$ cat src/hw/rtl/mkd_pkg.sv
// Shared types, constants and the Morse pattern decoder for the key decoder.
// No dependencies; every module in hw/rtl imports this package.
`default_nettype none

package mkd_pkg;

    localparam int MAX_SYMBOLS_DEFAULT = 8;
    localparam int QUEUE_DEPTH         = 2;
    localparam int QPTR_W              = $clog2(QUEUE_DEPTH);

    localparam int APB_ADDR_W = 4;
    localparam int APB_DATA_W = 32;
    localparam int LIMIT_W    = 16;
    localparam int TIME_W     = 32;

    // register indexes, taken from paddr[3:2]
    localparam logic [1:0] REG_DOT_LIMIT  = 2'd0;
    localparam logic [1:0] REG_DASH_LIMIT = 2'd1;
    localparam logic [1:0] REG_LETTER_GAP = 2'd2;
    localparam logic [1:0] REG_RESET_GAP  = 2'd3;

    localparam logic [LIMIT_W-1:0] DOT_LIMIT_RST  = 16'd150;
    localparam logic [LIMIT_W-1:0] DASH_LIMIT_RST = 16'd450;
    localparam logic [LIMIT_W-1:0] LETTER_GAP_RST = 16'd300;
    localparam logic [LIMIT_W-1:0] RESET_GAP_RST  = 16'd1000;

    localparam logic [6:0] CHAR_UNKNOWN = 7'h3F;
    localparam logic [6:0] CHAR_NONE    = 7'h00;

    typedef enum logic [2:0] {
        SYM_NONE  = 3'd0,
        SYM_DOT   = 3'd1,
        SYM_DASH  = 3'd2,
        SYM_GAP   = 3'd3,
        SYM_CLEAR = 3'd4
    } sym_t;

    typedef struct packed {
        logic [LIMIT_W-1:0] dot_limit;
        logic [LIMIT_W-1:0] dash_limit;
        logic [LIMIT_W-1:0] char_gap;
        logic [LIMIT_W-1:0] clear_gap;
    } cfg_t;

    typedef struct packed {
        logic push;
        sym_t sym;
    } q_wr_t;

    typedef struct packed {
        logic pop;
    } q_rd_t;

    typedef struct packed {
        logic full;
        logic empty;
        sym_t sym;
    } q_status_t;

    // {length, pattern with a dash as 1 in bit i, ASCII}
    localparam int CODE_COUNT = 36;
    localparam logic [14:0] CODE_TABLE [CODE_COUNT] = '{
        {3'd2, 5'd2,  7'h41}, {3'd4, 5'd1,  7'h42}, {3'd4, 5'd5,  7'h43},
        {3'd3, 5'd1,  7'h44}, {3'd1, 5'd0,  7'h45}, {3'd4, 5'd4,  7'h46},
        {3'd3, 5'd3,  7'h47}, {3'd4, 5'd0,  7'h48}, {3'd2, 5'd0,  7'h49},
        {3'd4, 5'd14, 7'h4A}, {3'd3, 5'd5,  7'h4B}, {3'd4, 5'd2,  7'h4C},
        {3'd2, 5'd3,  7'h4D}, {3'd2, 5'd1,  7'h4E}, {3'd3, 5'd7,  7'h4F},
        {3'd4, 5'd6,  7'h50}, {3'd4, 5'd11, 7'h51}, {3'd3, 5'd2,  7'h52},
        {3'd3, 5'd0,  7'h53}, {3'd1, 5'd1,  7'h54}, {3'd3, 5'd4,  7'h55},
        {3'd4, 5'd8,  7'h56}, {3'd3, 5'd6,  7'h57}, {3'd4, 5'd9,  7'h58},
        {3'd4, 5'd13, 7'h59}, {3'd4, 5'd3,  7'h5A}, {3'd5, 5'd31, 7'h30},
        {3'd5, 5'd30, 7'h31}, {3'd5, 5'd28, 7'h32}, {3'd5, 5'd24, 7'h33},
        {3'd5, 5'd16, 7'h34}, {3'd5, 5'd0,  7'h35}, {3'd5, 5'd1,  7'h36},
        {3'd5, 5'd3,  7'h37}, {3'd5, 5'd7,  7'h38}, {3'd5, 5'd15, 7'h39}
    };

    // Empty pattern decodes to zero, overflowed or unmatched to '?'.
    function automatic logic [6:0] decode_pattern(
        input logic [3:0] cnt,
        input logic [7:0] pat,
        input logic       ovf
    );
        logic [6:0] ch;
        logic [6:0] hit;
        hit = 7'h00;
        for (int i = 0; i < CODE_COUNT; i++) begin
            if (cnt == {1'b0, CODE_TABLE[i][14:12]} && pat == {3'b000, CODE_TABLE[i][11:7]})
            begin
                hit = hit | CODE_TABLE[i][6:0];
            end
        end
        if (cnt == 4'd0) begin
            ch = CHAR_NONE;
        end else if (ovf || hit == 7'h00) begin
            ch = CHAR_UNKNOWN;
        end else begin
            ch = hit;
        end
        return ch;
    endfunction

endpackage

`default_nettype wire

$ cat src/hw/rtl/mkd_key_if.sv
// Key sample channel: valid/ready handshake with level and timestamp.
// Standalone interface; no package dependency.
`default_nettype none

interface mkd_key_if;
    logic        valid;
    logic        ready;
    logic        key_pressed;
    logic [31:0] time_ms;

    modport source (output valid, output key_pressed, output time_ms, input ready);
    modport sink   (input valid, input key_pressed, input time_ms, output ready);
endinterface

`default_nettype wire

$ cat src/hw/rtl/mkd_sym_if.sv
// Result channel: valid/ready handshake with symbol and letter fields.
// Standalone interface; no package dependency.
`default_nettype none

interface mkd_sym_if;
    logic       valid;
    logic       ready;
    logic [2:0] symbol;
    logic       cleared;
    logic       letter_valid;
    logic [6:0] letter;
    logic [6:0] partial_letter;

    modport source (
        output valid, output symbol, output cleared, output letter_valid,
        output letter, output partial_letter, input ready
    );
    modport sink (
        input valid, input symbol, input cleared, input letter_valid,
        input letter, input partial_letter, output ready
    );
endinterface

`default_nettype wire

$ cat src/hw/rtl/mkd_cfg.sv
// APB register file holding the four timing limits.
// Depends on mkd_pkg for the register indexes, reset values and cfg_t.
`default_nettype none

module mkd_cfg
    import mkd_pkg::*;
(
    input  wire logic                  clk,
    input  wire logic                  rst_n,
    input  wire logic                  psel,
    input  wire logic                  penable,
    input  wire logic                  pwrite,
    input  wire logic [APB_ADDR_W-1:0] paddr,
    input  wire logic [APB_DATA_W-1:0] pwdata,
    output logic      [APB_DATA_W-1:0] prdata,
    output logic                       pready,
    output cfg_t                       cfg
);

    cfg_t       cfg_reg;
    logic       wr_en;
    logic [1:0] reg_idx;

    assign pready  = 1'b1;
    assign wr_en   = psel && penable && pwrite;
    assign reg_idx = paddr[3:2];
    assign cfg     = cfg_reg;

    always_ff @(posedge clk or negedge rst_n)
    begin
        if (!rst_n)
        begin
            cfg_reg.dot_limit  <= DOT_LIMIT_RST;
            cfg_reg.dash_limit <= DASH_LIMIT_RST;
            cfg_reg.char_gap   <= LETTER_GAP_RST;
            cfg_reg.clear_gap  <= RESET_GAP_RST;
        end
        else if (wr_en)
        begin
            unique case (reg_idx)
                REG_DOT_LIMIT:  cfg_reg.dot_limit  <= pwdata[LIMIT_W-1:0];
                REG_DASH_LIMIT: cfg_reg.dash_limit <= pwdata[LIMIT_W-1:0];
                REG_LETTER_GAP: cfg_reg.char_gap   <= pwdata[LIMIT_W-1:0];
                REG_RESET_GAP:  cfg_reg.clear_gap  <= pwdata[LIMIT_W-1:0];
                default:        cfg_reg.dot_limit  <= cfg_reg.dot_limit;
            endcase
        end
    end

    always_comb
    begin
        unique case (reg_idx)
            REG_DOT_LIMIT:  prdata = {{(APB_DATA_W-LIMIT_W){1'b0}}, cfg_reg.dot_limit};
            REG_DASH_LIMIT: prdata = {{(APB_DATA_W-LIMIT_W){1'b0}}, cfg_reg.dash_limit};
            REG_LETTER_GAP: prdata = {{(APB_DATA_W-LIMIT_W){1'b0}}, cfg_reg.char_gap};
            REG_RESET_GAP:  prdata = {{(APB_DATA_W-LIMIT_W){1'b0}}, cfg_reg.clear_gap};
            default:        prdata = '0;
        endcase
    end

endmodule

`default_nettype wire

$ cat src/hw/rtl/mkd_front.sv
// Front end: accepts key samples, detects level changes, times them and
// classifies each change into a symbol code. Depends on mkd_pkg, mkd_key_if.
`default_nettype none

module mkd_front
    import mkd_pkg::*;
(
    input  wire logic      clk,
    input  wire logic      rst_n,
    mkd_key_if.sink        key_in,
    input  wire cfg_t      cfg,
    input  wire q_status_t q_status,
    output q_wr_t          q_wr
);

    logic              last_key_reg;
    logic [TIME_W-1:0] last_time_reg;
    logic              accept;
    logic              change;
    logic [TIME_W-1:0] delta;
    sym_t              sym;

    assign key_in.ready = !q_status.full;
    assign accept       = key_in.valid && key_in.ready;
    assign change       = key_in.key_pressed != last_key_reg;
    assign delta        = key_in.time_ms - last_time_reg;

    always_comb
    begin
        sym = SYM_NONE;
        if (last_key_reg)
        begin
            // release: grade the press length
            if (delta < {{(TIME_W-LIMIT_W){1'b0}}, cfg.dot_limit})
                sym = SYM_DOT;
            else if (delta < {{(TIME_W-LIMIT_W){1'b0}}, cfg.dash_limit})
                sym = SYM_DASH;
        end
        else
        begin
            // press: grade the gap that just ended
            if (delta >= {{(TIME_W-LIMIT_W){1'b0}}, cfg.clear_gap})
                sym = SYM_CLEAR;
            else if (delta >= {{(TIME_W-LIMIT_W){1'b0}}, cfg.char_gap})
                sym = SYM_GAP;
        end
    end

    assign q_wr.push = accept && change;
    assign q_wr.sym  = sym;

    always_ff @(posedge clk or negedge rst_n)
    begin
        if (!rst_n)
        begin
            last_key_reg  <= 1'b0;
            last_time_reg <= '0;
        end
        else if (accept && change)
        begin
            last_key_reg  <= key_in.key_pressed;
            last_time_reg <= key_in.time_ms;
        end
    end

endmodule

`default_nettype wire

$ cat src/hw/rtl/mkd_queue.sv
// Short FIFO of classified symbols between the front and back ends.
// Depends on mkd_pkg for sym_t, the queue structs and QUEUE_DEPTH.
`default_nettype none

module mkd_queue
    import mkd_pkg::*;
(
    input  wire logic  clk,
    input  wire logic  rst_n,
    input  wire q_wr_t q_wr,
    input  wire q_rd_t q_rd,
    output q_status_t  q_status
);

    localparam int CNT_W = $clog2(QUEUE_DEPTH + 1);

    sym_t              mem [QUEUE_DEPTH];
    logic [QPTR_W-1:0] wr_ptr_reg;
    logic [QPTR_W-1:0] rd_ptr_reg;
    logic [CNT_W-1:0]  count_reg;
    logic [CNT_W-1:0]  count_next;
    logic              do_push;
    logic              do_pop;

    assign q_status.full  = count_reg == CNT_W'(QUEUE_DEPTH);
    assign q_status.empty = count_reg == '0;
    assign q_status.sym   = mem[rd_ptr_reg];

    assign do_push = q_wr.push && !q_status.full;
    assign do_pop  = q_rd.pop && !q_status.empty;

    always_comb
    begin
        count_next = count_reg;
        if (do_push && !do_pop)
            count_next = count_reg + 1'b1;
        else if (do_pop && !do_push)
            count_next = count_reg - 1'b1;
    end

    always_ff @(posedge clk or negedge rst_n)
    begin
        if (!rst_n)
        begin
            wr_ptr_reg <= '0;
            rd_ptr_reg <= '0;
            count_reg  <= '0;
        end
        else
        begin
            count_reg <= count_next;
            if (do_push)
                wr_ptr_reg <= wr_ptr_reg + 1'b1;
            if (do_pop)
                rd_ptr_reg <= rd_ptr_reg + 1'b1;
        end
    end

    always_ff @(posedge clk)
    begin
        if (do_push)
            mem[wr_ptr_reg] <= q_wr.sym;
    end

endmodule

`default_nettype wire

$ cat src/hw/rtl/mkd_back.sv
// Back end: applies symbols to the pending pattern, decodes letters and
// holds the result in an output register. Depends on mkd_pkg, mkd_sym_if.
`default_nettype none

module mkd_back
    import mkd_pkg::*;
#(
    parameter int MAX_SYMBOLS = MAX_SYMBOLS_DEFAULT
)
(
    input  wire logic      clk,
    input  wire logic      rst_n,
    input  wire q_status_t q_status,
    output q_rd_t          q_rd,
    mkd_sym_if.source      sym_out
);

    localparam int CNT_W = $clog2(MAX_SYMBOLS + 1);

    logic                   clear_pending_reg;
    logic [MAX_SYMBOLS-1:0] pattern_reg;
    logic [CNT_W-1:0]       count_reg;
    logic                   ovf_reg;

    logic                   out_valid_reg;
    logic [2:0]             symbol_reg;
    logic                   cleared_reg;
    logic                   letter_valid_reg;
    logic [6:0]             letter_reg;
    logic [6:0]             partial_reg;

    logic                   pop;
    logic [MAX_SYMBOLS-1:0] base_pat;
    logic [CNT_W-1:0]       base_cnt;
    logic                   base_ovf;
    logic [MAX_SYMBOLS-1:0] pattern_next;
    logic [CNT_W-1:0]       count_next;
    logic                   ovf_next;
    logic                   is_gap;
    logic                   letter_valid_next;
    logic [MAX_SYMBOLS-1:0] dec_pat;
    logic [CNT_W-1:0]       dec_cnt;
    logic                   dec_ovf;
    logic [6:0]             dec_char;

    assign pop        = !q_status.empty && (!out_valid_reg || sym_out.ready);
    assign q_rd.pop   = pop;

    // a pending clear empties the word before the new symbol lands
    assign base_pat = clear_pending_reg ? '0 : pattern_reg;
    assign base_cnt = clear_pending_reg ? '0 : count_reg;
    assign base_ovf = clear_pending_reg ? 1'b0 : ovf_reg;

    assign is_gap            = q_status.sym == SYM_GAP;
    assign letter_valid_next = is_gap && (base_cnt != '0);

    always_comb
    begin
        pattern_next = base_pat;
        count_next   = base_cnt;
        ovf_next     = base_ovf;
        unique case (q_status.sym) inside
            SYM_DOT, SYM_DASH:
            begin
                if (base_cnt < CNT_W'(MAX_SYMBOLS))
                begin
                    if (q_status.sym == SYM_DASH)
                        pattern_next = base_pat | (MAX_SYMBOLS'(1) << base_cnt);
                    count_next = base_cnt + 1'b1;
                end
                else
                begin
                    ovf_next = 1'b1;
                end
            end
            SYM_GAP:
            begin
                if (base_cnt != '0)
                begin
                    pattern_next = '0;
                    count_next   = '0;
                    ovf_next     = 1'b0;
                end
            end
            default:
            begin
                pattern_next = base_pat;
            end
        endcase
    end

    // one decoder: the closing letter on a gap, otherwise the updated pattern
    assign dec_pat  = is_gap ? base_pat : pattern_next;
    assign dec_cnt  = is_gap ? base_cnt : count_next;
    assign dec_ovf  = is_gap ? base_ovf : ovf_next;
    assign dec_char = decode_pattern(4'(dec_cnt), 8'(dec_pat), dec_ovf);

    always_ff @(posedge clk or negedge rst_n)
    begin
        if (!rst_n)
        begin
            clear_pending_reg <= 1'b0;
            pattern_reg       <= '0;
            count_reg         <= '0;
            ovf_reg           <= 1'b0;
            out_valid_reg     <= 1'b0;
        end
        else
        begin
            if (pop)
            begin
                clear_pending_reg <= q_status.sym == SYM_CLEAR;
                pattern_reg       <= pattern_next;
                count_reg         <= count_next;
                ovf_reg           <= ovf_next;
                out_valid_reg     <= 1'b1;
            end
            else if (sym_out.ready)
            begin
                out_valid_reg <= 1'b0;
            end
        end
    end

    always_ff @(posedge clk)
    begin
        if (pop)
        begin
            symbol_reg       <= q_status.sym;
            cleared_reg      <= clear_pending_reg;
            letter_valid_reg <= letter_valid_next;
            letter_reg       <= letter_valid_next ? dec_char : CHAR_NONE;
            partial_reg      <= is_gap ? CHAR_NONE : dec_char;
        end
    end

    assign sym_out.valid          = out_valid_reg;
    assign sym_out.symbol         = symbol_reg;
    assign sym_out.cleared        = cleared_reg;
    assign sym_out.letter_valid   = letter_valid_reg;
    assign sym_out.letter         = letter_reg;
    assign sym_out.partial_letter = partial_reg;

endmodule

`default_nettype wire

$ cat src/hw/rtl/morse_key_decoder.sv
// Morse key decoder: turns timestamped key samples into dot, dash, gap and
// letter results.
//
// Channels: key_in carries key_pressed and a wrapping 32-bit millisecond
// time_ms; sym_out carries one result per level change (symbol, cleared,
// letter_valid, letter, partial_letter). Samples with no level change are
// taken and produce nothing. Both use valid/ready; a transfer happens when
// both are high. The APB port sets the four 16-bit timing limits at byte
// addresses 0, 4, 8 and 12 and reads them back.
// Throughput: one sample per cycle while the queue has room. The front end
// grades each change with a 32-bit subtract and compares; a two-entry
// queue feeds the back end, which updates the pattern and runs the table
// decode into the output register. Each result passes through a queue
// entry and then the output register.
// Reset clears the key history, timestamp, pattern and queue and restores the
// default limits. When sym_out stalls, the output register holds, the queue
// fills, and key_in.ready drops once both queue entries are taken.
// Depends on mkd_pkg, mkd_key_if, mkd_sym_if and the mkd_* submodules.
`default_nettype none

module morse_key_decoder
    import mkd_pkg::*;
#(
    parameter int MAX_SYMBOLS = MAX_SYMBOLS_DEFAULT
)
(
    input  wire logic                  clk,
    input  wire logic                  rst_n,
    mkd_key_if.sink                    key_in,
    mkd_sym_if.source                  sym_out,
    input  wire logic                  psel,
    input  wire logic                  penable,
    input  wire logic                  pwrite,
    input  wire logic [APB_ADDR_W-1:0] paddr,
    input  wire logic [APB_DATA_W-1:0] pwdata,
    output logic      [APB_DATA_W-1:0] prdata,
    output logic                       pready
);

    cfg_t      cfg;
    q_wr_t     q_wr;
    q_rd_t     q_rd;
    q_status_t q_status;

    mkd_cfg u_cfg (
        .clk     (clk),
        .rst_n   (rst_n),
        .psel    (psel),
        .penable (penable),
        .pwrite  (pwrite),
        .paddr   (paddr),
        .pwdata  (pwdata),
        .prdata  (prdata),
        .pready  (pready),
        .cfg     (cfg)
    );

    mkd_front u_front (
        .clk      (clk),
        .rst_n    (rst_n),
        .key_in   (key_in),
        .cfg      (cfg),
        .q_status (q_status),
        .q_wr     (q_wr)
    );

    mkd_queue u_queue (
        .clk      (clk),
        .rst_n    (rst_n),
        .q_wr     (q_wr),
        .q_rd     (q_rd),
        .q_status (q_status)
    );

    mkd_back #(
        .MAX_SYMBOLS (MAX_SYMBOLS)
    ) u_back (
        .clk      (clk),
        .rst_n    (rst_n),
        .q_status (q_status),
        .q_rd     (q_rd),
        .sym_out  (sym_out)
    );

endmodule

`default_nettype wire

$ cat src/flat_wrapper.sv
// flat-port wrapper written by rule: the top's interface ports become plain ports
module morse_key_decoder_flat import mkd_pkg::*;
#(
    parameter int MAX_SYMBOLS = MAX_SYMBOLS_DEFAULT
)
  (clk, rst_n, psel, penable, pwrite, paddr, pwdata, prdata, pready, key_in_valid, key_in_key_pressed, key_in_time_ms, key_in_ready, sym_out_valid, sym_out_symbol, sym_out_cleared, sym_out_letter_valid, sym_out_letter, sym_out_partial_letter, sym_out_ready);
  mkd_key_if key_in_i ();
  mkd_sym_if sym_out_i ();
  input  wire logic clk;
  input  wire logic rst_n;
  input  wire logic psel;
  input  wire logic penable;
  input  wire logic pwrite;
  input  wire logic [APB_ADDR_W-1:0] paddr;
  input  wire logic [APB_DATA_W-1:0] pwdata;
  output logic      [APB_DATA_W-1:0] prdata;
  output logic pready;
  input wire logic [$bits(key_in_i.valid)-1:0] key_in_valid;
  input wire logic [$bits(key_in_i.key_pressed)-1:0] key_in_key_pressed;
  input wire logic [$bits(key_in_i.time_ms)-1:0] key_in_time_ms;
  output wire logic [$bits(key_in_i.ready)-1:0] key_in_ready;
  output wire logic [$bits(sym_out_i.valid)-1:0] sym_out_valid;
  output wire logic [$bits(sym_out_i.symbol)-1:0] sym_out_symbol;
  output wire logic [$bits(sym_out_i.cleared)-1:0] sym_out_cleared;
  output wire logic [$bits(sym_out_i.letter_valid)-1:0] sym_out_letter_valid;
  output wire logic [$bits(sym_out_i.letter)-1:0] sym_out_letter;
  output wire logic [$bits(sym_out_i.partial_letter)-1:0] sym_out_partial_letter;
  input wire logic [$bits(sym_out_i.ready)-1:0] sym_out_ready;
  assign key_in_i.valid = key_in_valid;
  assign key_in_i.key_pressed = key_in_key_pressed;
  assign key_in_i.time_ms = key_in_time_ms;
  assign key_in_ready = key_in_i.ready;
  assign sym_out_valid = sym_out_i.valid;
  assign sym_out_symbol = sym_out_i.symbol;
  assign sym_out_cleared = sym_out_i.cleared;
  assign sym_out_letter_valid = sym_out_i.letter_valid;
  assign sym_out_letter = sym_out_i.letter;
  assign sym_out_partial_letter = sym_out_i.partial_letter;
  assign sym_out_i.ready = sym_out_ready;
  morse_key_decoder #(.MAX_SYMBOLS(MAX_SYMBOLS)) u_core (.clk(clk), .rst_n(rst_n), .key_in(key_in_i), .sym_out(sym_out_i), .psel(psel), .penable(penable), .pwrite(pwrite), .paddr(paddr), .pwdata(pwdata), .prdata(prdata), .pready(pready));
endmodule
$ cat config.mk
export PLATFORM = sky130hd
export DESIGN_NAME = morse_key_decoder_flat
export DESIGN_NICKNAME = d
export VERILOG_FILES = /design/src/hw/rtl/mkd_pkg.sv /design/src/hw/rtl/mkd_key_if.sv /design/src/hw/rtl/mkd_sym_if.sv /design/src/hw/rtl/mkd_cfg.sv /design/src/hw/rtl/mkd_front.sv /design/src/hw/rtl/mkd_queue.sv /design/src/hw/rtl/mkd_back.sv /design/src/hw/rtl/morse_key_decoder.sv /design/src/flat_wrapper.sv
export SDC_FILE = /design/constraint.sdc
export NUM_CORES = 1
export LEC_CHECK = 0
export BUFFER_PORTS_ARGS = -buffer_cell sky130_fd_sc_hd__buf_2
export CELL_PAD_IN_SITES_DETAIL_PLACEMENT = 1
export CELL_PAD_IN_SITES_GLOBAL_PLACEMENT = 1
export CORE_UTILIZATION = 30
export CTS_BUF_LIST = sky130_fd_sc_hd__clkbuf_4
export DETAILED_ROUTE_END_ITERATION = 12
export GPL_TIMING_DRIVEN = 0
export PLACE_DENSITY_LB_ADDON = 0.1
export SYNTH_ARGS = -nofsm -noshare
export SYNTH_HDL_FRONTEND = slang
export SYNTH_SLANG_ARGS = --single-unit
$ cat constraint.sdc
create_clock -name clk -period 5.8 [get_ports clk]
set_input_delay 1.16 -clock clk [delete_from_list [all_inputs] [get_ports clk]]
set_output_delay 1.16 -clock clk [all_outputs]
set_load 0.005 [all_outputs]
==> run_results.csv <==
group,metric,value,unit
finish,fin_util,34.5,%
synth,synthCells,1141,
placement,placedCellCount,1706,
clock_tree,post_cts_buffers,0,
placement,routabilityCongestion,0.845,
synth,avgSynthCellArea,9.22,um^2
routing,dr.pass1.iters,4,
worst_setup_path,critPathMaxFanout,5,
routing,vias,8912,
synth,ys.flop_type,"dfrtp_1",
power_and_ir_drop,ir_worst_vdd,237,uV
routing,drtIter0Drc,415,
finish,finalNonFillerCells,1740,
die,rows,68,
routing,wl,32.8,mm
global_route,grt_pass1_wl,52.8,mm
finish,final_nets,1442,
clock_tree,cts_resized,0,
routing,viasPerCell,5.12,
synth,synth_area,0.0105,mm^2
timing,setup_violations,0,
placement,dpl.hpwl,25.8,mm
routing,drtAntennaViolNets,0,
synth,yosys_warnings,0,
synth,synth_seq_cells,141,
worst_setup_path,cp-end-kind,"flop",
worst_setup_path,crit_arrival,5.76,ns
global_route,grt_use_total,19.1,%
power_and_ir_drop,total_power,6.59,mW
timing,hold_viol_final,0,
timing,finalCriticalPeriod,5.38,ns
clock_tree,clock_path_buffers,2,
clock_tree,cts_root_buffer,"clkbuf_4",
synth,synth_edf_count,25,
routing,wl_per_cell,18.9,um
die,core_area,0.0345,mm^2
run_status,status,"finished clean",
timing,clock_skew,0.0298,ns
finish,final-seq-area,0.00368,mm^2
finish,n_fill_cell,4121,
placement,port_buffers,94,
clock_tree,htreeDepth,4,
run,maxCapViolations,0,
power_and_ir_drop,powerDensity,553,mW/mm^2
global_route,grt.overflow.total,0,
timing,drv_slew,0,
finish,area_growth_syn_to_layout,13.2,%
clock_tree,clk_latency,0.60,ns
die,die_h,189,um
timing,max-slew-margin-rel,29.5,%
worst_setup_path,cp.required,6.18,ns
global_route,grt_pass1_vias,9294,
power_and_ir_drop,leakage,5.27,nW
timing,fin_ws,0.423,ns
routing,drc,0,
timing,rsz0062_at_grt,"no",
worst_setup_path,cp-start-kind,"input pin",
timing,fin_setup_tns,0,ns
synth,yosysUniqueCellTypes,88,
timing,post-route-period-util,92.7,%
global_route,antenna_found_initial,1,
synth,synthArstFlopShare,82.3,%
finish,multi_input_area,0.00615,mm^2
timing,tightest_slew,1.06,ns
clock_tree,cts.sinks,141,
clock_tree,hold_buffers,0,
synth,seq_area_frac_synth,34.9,%
clock_tree,clk_pin_slew,0.14,ns
min_path,hp-class,"flop to flop",
die,io_pins,130,
finish,largest_reg_flops,64,
die,die-area,0.0358,mm^2
clock_tree,cts_tree,"built",
global_route,grt_max_degree,61,
clock_tree,cts_buffers,17,
placement,pre_cts_ws,-0.505,ns
die,start_util,30.5,%
worst_setup_path,crit_type,"input pin to flop",
die,die_w,189,um
finish,drive_gt1_share,20.0,%
timing,fmax,186,MHz
==> path summary, 6_finish.rpt <==
kind | endpoint | startpoint | slack [ns] | cells after the start
max | u_core.u_queue.mem[1][1] | key_in_time_ms[0] | 0.42 | 22
min | u_core.u_queue.wr_ptr_reg | u_core.u_queue.wr_ptr_reg | 0.50 | 1
max reg2reg | u_core.u_queue.mem[1][1] | u_core.u_front.last_time_reg[0] | 0.78 | 20
min reg2reg | u_core.u_queue.wr_ptr_reg | u_core.u_queue.wr_ptr_reg | 0.50 | 1
max in group asynchronous | u_core.u_cfg.cfg[52] | rst_n | 4.48 | 2
min in group asynchronous | u_core.u_back.pattern_reg[3] | rst_n | 0.51 | 1
==> cell usage in the layout, fill, tap and decap left out, types with 15 or more instances in the layout <==
cell type / netlist / routed
ha_1: 95 / 95
clkbuf_1: 29 / 29
nor2_1: 67 / 67
buf_2: 9 / 102
buf_4: 19 / 19
nor3_1: 20 / 20
dfrtp_1: 98 / 98
clkbuf_4: 0 / 18
xnor2_1: 20 / 20
dfstp_2: 18 / 18
o21ai_0: 101 / 101
conb_1: 2 / 17
xor2_1: 15 / 15
inv_1: 111 / 111
edfxtp_1: 25 / 25
a21o_1: 28 / 28
a21oi_1: 51 / 51
mux2_2: 38 / 38
mux4_2: 16 / 16
nand2_1: 111 / 111
==> critical path, cell delays in order <==
cell      delay [ns]
buf_2           0.09
inv_1           0.06
ha_1            0.17
inv_1           0.06
fa_1            0.40
a21oi_1         0.21
o21ai_0         0.17
a211oi_2        0.50
nor3b_1         0.11
o21a_1          0.20
o21ai_0         0.14
nand2b_1        0.08
a21oi_1         0.17
xnor2_1         0.36
ha_1            0.37
o21a_1          0.17
o211ai_1        0.21
nor2_1          0.08
a211oi_1        0.24
o21ai_0         0.22
o21bai_1        0.23
a211oi_1        0.35
==> Yosys cell counts, drive strengths merged, types with 9 or more instances <==
cell type	n	area share, %
xor2	15	1.2
a31oi	13	0.77
a211oi	13	0.93
o31ai	9	0.64
xnor2	20	1.7
o211ai	11	0.88
o21a	14	1.0
nor3	22	1.1
mux2	40	4.4
dfstp	18	4.5
o22ai	16	1.1
ha	95	11
a21o	28	2.0
mux4	16	3.4
nand2	111	4.0
nor2b	10	0.59
dfrtp	98	23
a21oi	51	2.4
nor2	67	2.4
edfxtp	25	7.1
nand4	14	0.83
inv	111	4.0
a22o	9	0.75
nand2b	12	0.71
buf	33	2.2
clkbuf	29	1.0
o21ai	103	4.9
nand3	13	0.74
==> through the flow <==
| stage | hold slack (ns) | area [um^2] |
|---|---|---|
| 2_1_floorplan | 0.449 | 10600 |
| 5_1_grt | 0.511 | 11900 |
| 3_3_place_gp | 0.472 | 11600 |
| 3_5_place_dp | 0.473 | 11700 |
| 6_report | 0.496 | 11900 |
| 4_1_cts | 0.492 | 11900 |
==> report_power, final <==
group          switching (mW)  leakage, nW  internal (mW)  total, mW
clock network           0.436        0.121          0.180      0.616
logic                    2.64         3.50           1.76       4.39
registers               0.171         1.64           1.41       1.58
==> routing by layer <==
layer	wire length [um]	share of wire, %	GRT usage (%)
met1	16600	51	26.9
met2	14700	45	30.1
met4	407	1.2	4.62
met3	1090	3.3	3.41
met5	0	0	0
==> final cells by class <==
cell class	count	share of cell area (%)
Timing Repair Buffer	95	4.23
Antenna cell	2	0.0420
Inverter	112	3.53
Clock inverter	14	0.956
Buffer	62	2.84
Tap cell	455	4.78
Clock buffer	18	1.13
Sequential cell	141	30.9
Multi-Input combinational cell	841	51.6
==> logic make-up after synthesis <==
family	synth area share, %
simple gates	14.2
compound gates	21.1
other cells	0.0714
flops	34.9
xor+xnor	2.91
buf+inv	7.20
mux	8.06
fa+ha+maj	11.5
Power figures use the tool's default switching activity.
